$ cat src/design/ffha_pkg.sv
// Package with shared constants, types and helpers of the first-fit heap allocator.
`default_nettype none
package ffha_pkg;

  localparam int HEAP_WORDS = 131072;
  localparam int AW = 18;
  localparam int SW = 17;
  localparam int IW = $clog2(HEAP_WORDS);
  localparam logic [AW-1:0] NIL_LINK = '1;
  localparam logic [AW-1:0] HEAP_LIM = AW'(HEAP_WORDS);
  localparam logic [AW:0] STEP_LIM = (AW+1)'(HEAP_WORDS);

  localparam logic REQ_ALLOC = 1'b0;
  localparam logic REQ_FREE  = 1'b1;
  localparam logic ST_DONE   = 1'b0;
  localparam logic ST_NOSPACE = 1'b1;

  typedef struct packed {
    logic        req_type;
    logic [20:0] request_bytes;
    logic [19:0] block_offset;
  } ffha_in_t;

  typedef struct packed {
    logic [19:0] result_offset;
    logic        status;
  } ffha_out_t;

  typedef enum logic [4:0] {
    S_IDLE, S_A_RD, S_A_WT, S_A_CHK, S_A_SPLIT, S_A_HDR, S_A_UNL, S_A_TOP,
    S_F_HEAD, S_F_RD, S_F_WT, S_F_CHK, S_F_INS, S_F_LNK,
    S_M1_RD, S_M1_WT, S_M1_CHK, S_M2_RD, S_M2_WT, S_M2_CHK,
    S_T_RD, S_T_WT, S_T_CHK, S_DONE
  } ffha_state_t;

  // Commands from the controller to the datapath.
  typedef struct packed {
    logic load;
    logic rd_it;        // read size and link of it
    logic a_adv;        // alloc walk step
    logic a_split;
    logic a_hdr;        // write the header of the split-off block
    logic a_unlink;
    logic a_top;
    logic a_fail;
    logic f_head;       // insert at head
    logic f_rd;         // read link of it
    logic f_adv;
    logic f_ins;
    logic f_lnk;        // link it to the inserted block
    logic m1_rd;
    logic m1_do;
    logic m2_rd;
    logic m2_do;
    logic t_rd;
    logic t_do;
    logic done;
  } ffha_cmd_t;

  // Status from the datapath.
  typedef struct packed {
    logic is_free;
    logic it_ok;        // it is a valid word
    logic fit;          // size(it) >= words
    logic split;        // size(it) >= words + 2
    logic steps_ok;
    logic head_first;   // free goes to head of list
    logic p_ok;
    logic f_go;         // free walk continues
    logic m1_hit;
    logic m2_hit;
    logic t_hit;
    logic top_fits;
  } ffha_sts_t;

  function automatic logic ok(input logic [AW-1:0] w);
    return (w != '0) && (w != NIL_LINK) && (w < HEAP_LIM);
  endfunction

endpackage
`default_nettype wire

$ cat src/design/ffha_ctrl.sv
// Controller state machine of the first-fit heap allocator.
`default_nettype none
module ffha_ctrl import ffha_pkg::*; (
  input  wire logic clk,
  input  wire logic rst_n,
  input  wire logic start,
  output logic      busy,
  input  ffha_sts_t sts,
  output ffha_cmd_t cmd
);

  ffha_state_t state_r, state_nxt;

  // State register.
  always_ff @(posedge clk) begin
    if (!rst_n) state_r <= S_IDLE;
    else state_r <= state_nxt;
  end

  // Next state.
  always_comb begin
    state_nxt = state_r;
    case (state_r)
      S_IDLE: if (start) state_nxt = S_A_RD;
      S_A_RD: begin
        if (sts.is_free) state_nxt = sts.p_ok ? S_F_HEAD : S_DONE;
        else if (sts.it_ok) state_nxt = S_A_WT;
        else state_nxt = S_A_TOP;
      end
      S_A_WT: state_nxt = S_A_CHK;
      S_A_CHK: begin
        if (sts.fit) state_nxt = sts.split ? S_A_SPLIT : S_A_UNL;
        else if (!sts.steps_ok) state_nxt = S_A_TOP;
        else state_nxt = S_A_RD;
      end
      S_A_SPLIT: state_nxt = S_A_HDR;
      S_A_HDR, S_A_UNL, S_A_TOP: state_nxt = S_DONE;
      S_F_HEAD: state_nxt = sts.head_first ? S_M1_RD : S_F_RD;
      S_F_RD: state_nxt = S_F_WT;
      S_F_WT: state_nxt = S_F_CHK;
      S_F_CHK: state_nxt = sts.f_go ? S_F_RD : S_F_INS;
      S_F_INS: state_nxt = S_F_LNK;
      S_F_LNK: state_nxt = S_M1_RD;
      S_M1_RD: state_nxt = S_M1_WT;
      S_M1_WT: state_nxt = S_M1_CHK;
      S_M1_CHK: state_nxt = S_M2_RD;
      S_M2_RD: state_nxt = S_M2_WT;
      S_M2_WT: state_nxt = S_M2_CHK;
      S_M2_CHK: state_nxt = S_T_RD;
      S_T_RD: state_nxt = S_T_WT;
      S_T_WT: state_nxt = S_T_CHK;
      S_T_CHK: state_nxt = S_DONE;
      S_DONE: state_nxt = S_IDLE;
      default: state_nxt = S_IDLE;
    endcase
  end

  // Outputs; read addresses are held through the wait cycle.
  always_comb begin
    cmd = '0;
    busy = (state_r != S_IDLE);
    case (state_r)
      S_IDLE: cmd.load = start;
      S_A_RD: cmd.rd_it = !sts.is_free && sts.it_ok;
      S_A_CHK: begin
        cmd.a_adv = !sts.fit;
      end
      S_A_SPLIT: begin
        cmd.a_split = 1'b1;
      end
      S_A_HDR: cmd.a_hdr = 1'b1;
      S_A_UNL: cmd.a_unlink = 1'b1;
      S_A_TOP: begin
        cmd.a_top = sts.top_fits;
        cmd.a_fail = !sts.top_fits;
      end
      S_F_HEAD: cmd.f_head = 1'b1;
      S_F_RD: cmd.f_rd = 1'b1;
      S_F_CHK: cmd.f_adv = sts.f_go;
      S_F_INS: cmd.f_ins = 1'b1;
      S_F_LNK: cmd.f_lnk = 1'b1;
      S_M1_RD, S_M1_WT: cmd.m1_rd = 1'b1;
      S_M1_CHK: cmd.m1_do = sts.m1_hit;
      S_M2_RD, S_M2_WT: cmd.m2_rd = 1'b1;
      S_M2_CHK: cmd.m2_do = sts.m2_hit;
      S_T_RD, S_T_WT: cmd.t_rd = 1'b1;
      S_T_CHK: cmd.t_do = sts.t_hit;
      S_DONE: cmd.done = 1'b1;
      default: cmd = '0;
    endcase
  end

`ifndef SYNTH
  a_busy_after_start: assert property (@(posedge clk) disable iff (!rst_n)
    (state_r == S_IDLE && start) |=> busy) else $error("start not taken");
  a_done_to_idle: assert property (@(posedge clk) disable iff (!rst_n)
    cmd.done |=> !busy) else $error("done did not return to idle");
  a_one_alloc_end: assert property (@(posedge clk) disable iff (!rst_n)
    $countones({cmd.a_split, cmd.a_unlink, cmd.a_top, cmd.a_fail}) <= 1)
    else $error("two alloc endings at once");
`endif

endmodule
`default_nettype wire

$ cat config.mk
export PLATFORM = sky130hd
export DESIGN_NAME = ffha_ctrl
export DESIGN_NICKNAME = d
export VERILOG_FILES = /design/src/design/ffha_pkg.sv /design/src/design/ffha_ctrl.sv
export SDC_FILE = /design/constraint.sdc
export NUM_CORES = 1
export LEC_CHECK = 0
export ABC_AREA = 1
export CORE_AREA = 2 2 39 41
export DETAILED_ROUTE_END_ITERATION = 10
export DIE_AREA = 0 0 41 43
export DONT_BUFFER_PORTS = 1
export PLACE_DENSITY = 0.8
export SLEW_MARGIN = 20
export SYNTH_ARGS = -nofsm -noshare
export SYNTH_HDL_FRONTEND = slang
export SYNTH_SLANG_ARGS = --single-unit
$ cat constraint.sdc
create_clock -name clk -period 1.9 [get_ports clk]
set_clock_uncertainty 0.05 [all_clocks]
set_input_delay 0.19 -clock clk [delete_from_list [all_inputs] [get_ports clk]]
set_output_delay 0.19 -clock clk [all_outputs]
set_load 0.01 [all_outputs]
==> results.txt, run 1 <==
Status = completed
Final WS setup = 0.192 ns
Peak supply drop = 625 µV
Grt ovf = 0
Vias in the first global route = 724
Power Density = 1350 nW/µm²
RSZ-0062 raised after global routing = false
Post-DP HPWL = 1530 µm
Crit Path Class = reg -> out
Clock Latency Late Sink = 0.25 ns
Largest area contributor in the netlist = nand2_1
Final Hold Vio Count = 0
I/O pin total = 36
Routed WL per cell = 12.0 µm
Synth Cell Area = 709 µm²
Synth top area share = 19.0%
Area Overhead vs Synth = 4.59%
Layout cells sized above 1 = 13.2%
Syn. warnings = 0
Final ANT Viol Nets = 0
Worst hold stages = 2
Core box area = 1380 µm²
Antenna Cells = 0
DRC violations left = 0
Post-CTS setup buffers = 0
Synthesized instance count = 142
Critical path launch point type = flop
Reg2reg path depth = 9
Top-count cell post-synth = nand2_1
Largest register FFs = 5
Register area share after synthesis = 14.1%
RePlAce Congestion = 0.908
Final wirelength = 1910 µm
Synthesized area per cell = 5.00 µm²
Fin Hold WS = 0.0571 ns
TritonCTS clock tree = built
Synth area leaders = nand2_1 19%, nor2_1 19%, dfxtp_1 14%
Final setup TNS = 0 ns
Die area = 1760 µm²
CP max FO = 11
Critical path's slowest cell = dfxtp_1
Die W = 41 µm
Relative max-transition margin = 74.2%
PostCTS Resize Cnt = 0
Top flop regs = state_r (5)
Max Clock Freq = 585 MHz
CTS buffer count = 3
DR vias = 869
Largest net degree at the start of global routing = 12
Via density = 5.43
1st-pass router iterations = 4
CP Data Required Time = 1.66 ns
CTS Sinks = 5
Die Ht = 43 µm
Leakage Power = 0.426 nW
Worst slew pin tran = 0.384 ns
Total GRT Usage = 23.8%
Initial Util = 51.3%
CP Cell Sequence = inv_2, nand2_1, nor2_2, inv_1, nor2_1
Post-synth ARST share = 0%
EDFF count, synth = 0
Initial antenna violation count = 0
# rows = 14
Period utilization = 89.9%
Min Tclk post-route = 1.71 ns
Critical Path Max Stage Delay = 0.40 ns
First-pass GRT wire length = 2850 µm
Ys flop type = dfxtp_1
Root Buffer = clkbuf_4
Yosys cell types = 21
H-tree levels = 1
Slew Limit Fails = 0
Final setup viols = 0
Synthesized Nets = 157
Crit. End Element = primary output
Buffers on Ports = 0
Max-Cap Viols = 0
Placed cell count = 155
Worst hold path type = in -> reg
Worst Path Arrival = 1.47 ns
Yosys reg bits = 5
Final instance count without filler cells = 160
Initial DRC Count = 58
Most frequent cells after synthesis = 36 x nand2_1, 35 x nor2_1, 19 x inv_1
Post-Place Setup Slack = 0.388 ns
Register bank with the most flops = state_r
Clk slew on worst S/H paths = 0.05 ns
CTS max path bufs = 2
Nets = 160
==> worst max-delay path: cells and delay by family, from the launching register on <==
| kind | cells | cell delay (ns) |
|---|---|---|
| buf+inv | 2 | 0.30 |
| flops | 1 | 0.40 |
| simple gates | 3 | 0.51 |
==> timing repair <==
item / in CTS / in global routing
setup endpoints to repair: 0 / 0
hold buffers: 1 / 0
hold endpoints to repair: 2 / 0
==> per-stage QoR <==
stage | total power, mW | util (%) | instance area, µm²
3_5_place_dp | 0.859 | 51.0 | 706
4_1_cts | 0.995 | 53.6 | 742
2_1_floorplan | 0.761 | - | 709
3_3_place_gp | 0.857 | 51.0 | 706
5_1_grt | 1.09 | 53.6 | 742
6_report | 0.999 | 53.6 | 742
==> power by group <==
part | leakage, nW | internal [mW] | switching (mW)
Clock | 0.0150 | 0.0797 | 0.0484
Combinational | 0.370 | 0.190 | 0.457
Sequential | 0.0410 | 0.141 | 0.0822
Total | 0.426 | 0.411 | 0.588
==> layout make-up <==
type | count | area (µm²)
inverter | 26 | 97.6
sequential | 5 | 100
clock buffer | 4 | 26.3
timing repair buffer | 1 | 10.0
multi-input combinational | 108 | 488
fill | 156 | 642
tap | 16 | 20.0
==> path summary, 6_finish.rpt <==
kind / from / to / slack [ns]
worst min-delay path: rst_n / state_r[2]$_SDFFE_PN0P_ / 0.06
worst max register to register: state_r[4]$_SDFFE_PN0P_ / state_r[2]$_SDFFE_PN0P_ / 0.37
worst min register to register: state_r[4]$_SDFFE_PN0P_ / state_r[0]$_SDFFE_PN0P_ / 0.74
worst max-delay path: state_r[4]$_SDFFE_PN0P_ / cmd[8] / 0.19
==> per-layer routing <==
layer	track usage [%]	share of wire, %	vias up
li1	-	-	436
met3	8.90	11	2
met5	0	0	-
met2	35.9	47	60
met4	8.00	0.37	0
met1	29.9	41	371
==> cell usage in the layout, fill, tap and decap left out, drive strengths merged <==
| cell | count |
|---|---|
| nor2 | 40 |
| nand4 | 2 |
| nor3 | 6 |
| inv | 25 |
| a31oi | 1 |
| o21ai | 1 |
| clkinv | 1 |
| a21oi | 4 |
| clkbuf | 4 |
| nand3 | 14 |
| dlygate4sd3 | 1 |
| nor3b | 1 |
| nand2 | 39 |
| dfxtp | 5 |
==> kinds of logic after synthesis <==
| family | Yosys count | synth area share [%] |
|---|---|---|
| AO/OA/AOI/OAI | 6 | 4.41 |
| AND/OR/NAND/NOR | 102 | 64.4 |
| buffers and inverters | 29 | 17.1 |
| flip-flops | 5 | 14.1 |
(Power assumes the default switching activity.)
==> run 2, diff against run 1 <==
--- a/config.mk
+++ b/config.mk
@@ -6,11 +6,12 @@
 export NUM_CORES = 1
 export LEC_CHECK = 0
 export ABC_AREA = 1
-export CORE_AREA = 2 2 39 41
+export BUFFER_PORTS_ARGS = -buffer_cell sky130_fd_sc_hd__buf_2
+export CORE_MARGIN = 1
+export CORE_UTILIZATION = 48
 export DETAILED_ROUTE_END_ITERATION = 10
-export DIE_AREA = 0 0 41 43
-export DONT_BUFFER_PORTS = 1
-export PLACE_DENSITY = 0.8
+export GPL_TIMING_DRIVEN = 1
+export PLACE_DENSITY = 0.95
 export SLEW_MARGIN = 20
 export SYNTH_ARGS = -nofsm -noshare
 export SYNTH_HDL_FRONTEND = slang
==> run 2 against run 1 <==
Maximum frequency increased by 2.9%. First-iteration DRC count is 28% lower. Worst hold slack gained 0.064 ns. Non-clock buffer count is 34 higher. Clock-buffer cell count is the same. Largest cell class unchanged.
==> results.txt, run 2 (same netlist as run 1, synthesis figures left out) <==
Status = completed (unchanged)
First-pass GRT wire length = 3140 µm (was 2850 µm)
Final wirelength = 1940 µm (was 1910 µm)
Total GRT Usage = 28.7% (was 23.8%)
Most frequent cells in the layout = 36 x nand2_1, 35 x nor2_1, 35 x buf_2 (was 36 x nand2_1, 35 x nor2_1, 19 x inv_1)
DRC violations left = 0 (unchanged)
Worst hold stages = 3 (was 2)
RePlAce Congestion = 0.964 (was 0.908)
Max-Cap Viols = 0 (unchanged)
Buffers on Ports = 35 (was 0)
Relative max-transition margin = 77.4% (was 74.2%)
Power Density = 1160 nW/µm² (was 1350 nW/µm²)
H-tree levels = 1 (unchanged)
Initial Util = 53.2% (was 51.3%)
CP max FO = 11 (unchanged)
Peak supply drop = 786 µV (was 625 µV)
CP Data Required Time = 1.66 ns (about the same)
Util after Layout = 67.9% (was 53.6%)
Flop-to-flop setup slack = 0.34 ns (was 0.37 ns)
Reg2reg path depth = 9 (unchanged)
Max Clock Freq = 602 MHz (was 585 MHz)
Final setup TNS = 0 ns (unchanged)
Worst Path Arrival = 1.42 ns (was 1.47 ns)
Worst r2r dst = state_r[2]$_SDFFE_PN0P_ (unchanged)
Via density = 5.07 (was 5.43)
Crit. End Element = primary output (unchanged)
Clock Latency Late Sink = 0.24 ns (was 0.25 ns)
Min Tclk post-route = 1.66 ns (was 1.71 ns)
1st-pass router iterations = 4 (unchanged)
Post-Place Setup Slack = 0.392 ns (was 0.388 ns)
Post-CTS setup buffers = 0 (unchanged)
Worst slew pin tran = 0.338 ns (was 0.384 ns)
CTS buffer count = 3 (unchanged)
Die W = 40.4 µm (was 41 µm)
CTS max path bufs = 2 (unchanged)
Top flop regs = state_r (5) (unchanged)
Commonest non-fill, non-tap cell in the layout = nand2_1 (unchanged)
Vias in the first global route = 782 (was 724)
TritonCTS clock tree = built (unchanged)
DR vias = 978 (was 869)
RSZ-0062 raised after global routing = false (unchanged)
Root Buffer = clkbuf_4 (unchanged)
Layout cells sized above 1 = 30.3% (was 13.2%)
Initial antenna violation count = 0 (unchanged)
Hold_sp = rst_n (unchanged)
Final Hold Vio Count = 0 (unchanged)
CTS Hold Buffers Added = 0 (was 1)
Initial DRC Count = 42 (was 58)
Critical path launch point type = flop (unchanged)
Nets = 194 (was 160)
I/O pin total = 36 (unchanged)
WHS Endpoint = state_r[4]$_SDFFE_PN0P_ (was state_r[2]$_SDFFE_PN0P_)
Final setup viols = 0 (unchanged)
PostCTS Resize Cnt = 0 (unchanged)
Core box area = 1330 µm² (was 1380 µm²)
Worst hold path type = in -> reg (unchanged)
Routed WL per cell = 10.1 µm (was 12.0 µm)
Grt ovf = 0 (unchanged)
# rows = 13 (was 14)
Crit Path Class = reg -> out (unchanged)
Die Ht = 40.4 µm (was 43 µm)
Largest register FFs = 5 (unchanged)
Area Overhead vs Synth = 27.7% (was 4.59%)
Clk slew on worst S/H paths = 0.05 ns (about the same)
Register bank with the most flops = state_r (unchanged)
Slew Limit Fails = 0 (unchanged)
Reg-to-reg startpoint = state_r[4]$_SDFFE_PN0P_ (unchanged)
Final WS setup = 0.240 ns (was 0.192 ns)
Leakage Power = 0.591 nW (was 0.426 nW)
CTS Sinks = 5 (unchanged)
Largest net degree at the start of global routing = 12 (unchanged)
Period utilization = 87.4% (was 89.9%)
Post-DP HPWL = 1610 µm (was 1530 µm)
Antenna Cells = 0 (unchanged)
Die area = 1640 µm² (was 1760 µm²)
Final ANT Viol Nets = 0 (unchanged)
[run 2: final cells by class]
cell class / count / area (µm²)
inverter: 26 / 97.6
clock buffer: 4 / 26.3
timing repair buffer: 35 / 175
multi-input combinational: 108 / 488
sequential: 5 / 100
tap: 15 / 18.8
fill: 134 / 428
[run 2: critical path, cell delays in order (launching register included)]
cell and delay (ns):
dfxtp_1 0.40, inv_2 0.20, nand2_1 0.12, nor2_2 0.16, inv_1 0.09, nor2_1 0.08, buf_2 0.13
[run 2: how the worst max path moves through the flow]
stage	to	start	slack, ns
2_1_floorplan	cmd[19]	state_r[1]$_SDFFE_PN0P_	0.61
3_3_place_gp	state_r[2]$_SDFFE_PN0P_	state_r[4]$_SDFFE_PN0P_	0.47
3_5_place_dp	state_r[2]$_SDFFE_PN0P_	state_r[4]$_SDFFE_PN0P_	0.39
4_1_cts	cmd[18]	state_r[0]$_SDFFE_PN0P_	0.27
5_1_grt	cmd[13]	state_r[1]$_SDFFE_PN0P_	0.11
6_report	cmd[8]	state_r[4]$_SDFFE_PN0P_	0.24
[run 2: metal layers]
layer  vias up  global-route usage, %  share of wire, %
met2        56                   46.8                47
met3         2                   5.00               7.9
met1       414                   37.5                44
li1        506                      -                 -
met5         -                      0                 0
met4         0                   10.0              0.72
[run 2: through the flow]
step	instances	total power, mW	area [µm²]	hold slack, ns
after floorplan	142	0.761	709	0.238
after CTS	193	1.05	906	0.115
final	193	1.05	906	0.121
after detailed placement	189	0.918	880	0.364
after global placement	189	0.915	880	0.360
after global routing	193	1.17	906	0.121
[run 2: power breakdown]
part	total [mW]	switching (mW)	internal [mW]	leakage, nW
registers	0.223	0.0814	0.141	0.0410
clock network	0.123	0.0440	0.0794	0.0150
logic	0.705	0.470	0.234	0.535
total	1.05	0.596	0.455	0.591
==> run 3, diff against run 2 <==
--- a/config.mk
+++ b/config.mk
@@ -12,6 +12,7 @@
 export DETAILED_ROUTE_END_ITERATION = 10
 export GPL_TIMING_DRIVEN = 1
 export PLACE_DENSITY = 0.95
+export REMOVE_ABC_BUFFERS = 1
 export SLEW_MARGIN = 20
 export SYNTH_ARGS = -nofsm -noshare
 export SYNTH_HDL_FRONTEND = slang
==> run 3 against run 2 <==
Setup slack got worse by 0.053 ns. Non-clock buffer count did not move. Sequential power barely moved. Power rose by 0.93%. Die area did not move.
==> results.txt, run 3 (same netlist as run 1, synthesis figures left out) <==
Status = completed (unchanged)
DR vias = 981 (was 978)
Buffers on Ports = 35 (unchanged)
Clock Latency Late Sink = 0.24 ns (about the same)
Slew Limit Fails = 0 (unchanged)
Hold_sp = rst_n (unchanged)
Reg-to-reg startpoint = state_r[4]$_SDFFE_PN0P_ (unchanged)
Worst Path Arrival = 1.47 ns (was 1.42 ns)
Util after Layout = 67.9% (unchanged)
CTS max path bufs = 2 (unchanged)
Initial Util = 53.2% (unchanged)
Crit path launch = state_r[4]$_SDFFE_PN0P_ (unchanged)
DRC violations left = 0 (unchanged)
Final wirelength = 2030 µm (was 1940 µm)
Critical path launch point type = flop (unchanged)
Area Overhead vs Synth = 27.7% (unchanged)
Final instance count without filler cells = 193 (unchanged)
Nets = 194 (unchanged)
Grt ovf = 0 (unchanged)
Power Density = 1170 nW/µm² (was 1160 nW/µm²)
Final ANT Viol Nets = 0 (unchanged)
WHS Endpoint = state_r[1]$_SDFFE_PN0P_ (was state_r[4]$_SDFFE_PN0P_)
Flop-to-flop setup slack = 0.28 ns (was 0.34 ns)
Period utilization = 90.1% (was 87.4%)
Worst hold path type = in -> reg (unchanged)
CP max FO = 11 (unchanged)
1st-pass router iterations = 4 (unchanged)
H-tree levels = 1 (unchanged)
Relative max-transition margin = 75.6% (was 77.4%)
CTS Hold Buffers Added = 0 (unchanged)
Largest register FFs = 5 (unchanged)
CP Cell Sequence = inv_2, nand2_1, nor2_2, inv_1, nor2_1, buf_2 (unchanged)
Min Tclk post-route = 1.71 ns (was 1.66 ns)
RSZ-0062 raised after global routing = false (unchanged)
Placed cell count = 189 (unchanged)
Commonest non-fill, non-tap cell in the layout = nand2_1 (unchanged)
I/O pin total = 36 (unchanged)
Die area = 1640 µm² (unchanged)
Leakage Power = 0.591 nW (unchanged)
First-pass GRT wire length = 3340 µm (was 3140 µm)
Post-DP HPWL = 1650 µm (was 1610 µm)
Crit Path Class = reg -> out (unchanged)
Layout cells sized above 1 = 30.3% (unchanged)
Top flop regs = state_r (5) (unchanged)
Post-CTS setup buffers = 0 (unchanged)
Root Buffer = clkbuf_4 (unchanged)
Critical path's slowest cell = dfxtp_1 (unchanged)
Routed WL per cell = 10.5 µm (was 10.1 µm)
Final setup viols = 0 (unchanged)
Critical Path Max Stage Delay = 0.41 ns (was 0.40 ns)
Max-Cap Viols = 0 (unchanged)
Vias in the first global route = 810 (was 782)
Initial DRC Count = 40 (was 42)
Crit. End Element = primary output (unchanged)
CTS Sinks = 5 (unchanged)
Final Hold Vio Count = 0 (unchanged)
Reg2reg path depth = 9 (unchanged)
Core box area = 1330 µm² (unchanged)
Register bank with the most flops = state_r (unchanged)
Die Ht = 40.4 µm (unchanged)
Clk slew on worst S/H paths = 0.04 ns (was 0.05 ns)
Peak supply drop = 680 µV (was 786 µV)
Total GRT Usage = 30.0% (was 28.7%)
# rows = 13 (unchanged)
Final setup TNS = 0 ns (unchanged)
CP Data Required Time = 1.66 ns (about the same)
Worst hold stages = 3 (unchanged)
Antenna Cells = 0 (unchanged)
Die W = 40.4 µm (unchanged)
Initial antenna violation count = 0 (unchanged)
Largest net degree at the start of global routing = 12 (unchanged)
Most frequent cells in the layout = 36 x nand2_1, 35 x nor2_1, 35 x buf_2 (unchanged)
Via density = 5.08 (was 5.07)
PostCTS Resize Cnt = 0 (unchanged)
Max Clock Freq = 584 MHz (was 602 MHz)
RePlAce Congestion = 0.981 (was 0.964)
Worst slew pin tran = 0.366 ns (was 0.338 ns)
TritonCTS clock tree = built (unchanged)
CTS buffer count = 3 (unchanged)
Worst r2r dst = state_r[4]$_SDFFE_PN0P_ (was state_r[2]$_SDFFE_PN0P_)
## run 3: cell counts in the layout (fill, tap and decap cells not counted)
Identical to the previous run, type by type.
## run 3: per-layer routing
metal  share of wire [%]  GRT usage (%)  vias up
met1                  43           37.6      410
met5                   0              0        -
li1                    -              -      507
met3                 9.1           5.56        4
met2                  46           51.2       60
met4                 1.7           9.17        0
## run 3: report_power, final
part | internal (mW) | switching (mW)
clock | 0.0793 | 0.0422
sequential | 0.141 | 0.0849
combinational | 0.234 | 0.479
## run 3: final cells by class
| class | instances | area (µm²) |
|---|---|---|
| timing repair buffer | 35 | 175 |
| inverter | 26 | 97.6 |
| clock buffer | 4 | 26.3 |
| tap | 15 | 18.8 |
| multi-input combinational | 108 | 488 |
| sequential | 5 | 100 |
| fill | 141 | 428 |
## run 3: how the worst max path moves through the flow
stage | depth (start not counted) | end | slack (ns)
final | 6 | cmd[8] | 0.19
after global routing | 6 | cmd[8] | 0.05
after CTS | 6 | cmd[8] | 0.22
after detailed placement | 9 | state_r[2]$_SDFFE_PN0P_ | 0.39
after global placement | 9 | state_r[2]$_SDFFE_PN0P_ | 0.47
after floorplan | 9 | state_r[2]$_SDFFE_PN0P_ | 0.57
## run 3: stage by stage
stage | power [mW] | hold WS, ns | cell area [µm²] | setup WS, ns
2_1_floorplan | 0.731 | 0.238 | 686 | 0.569
3_3_place_gp | 0.914 | 0.359 | 880 | 0.472
3_5_place_dp | 0.928 | 0.360 | 880 | 0.389
4_1_cts | 1.05 | 0.115 | 906 | 0.217
5_1_grt | 1.17 | 0.139 | 906 | 0.0526
6_report | 1.06 | 0.122 | 906 | 0.188
## run 3: worst max-delay path, delay by kind of cell, from the launching register on
family                 cells  cell delay, ns
flip-flops                 1            0.41
AND/OR/NAND/NOR            3            0.38
buffers and inverters      3            0.43
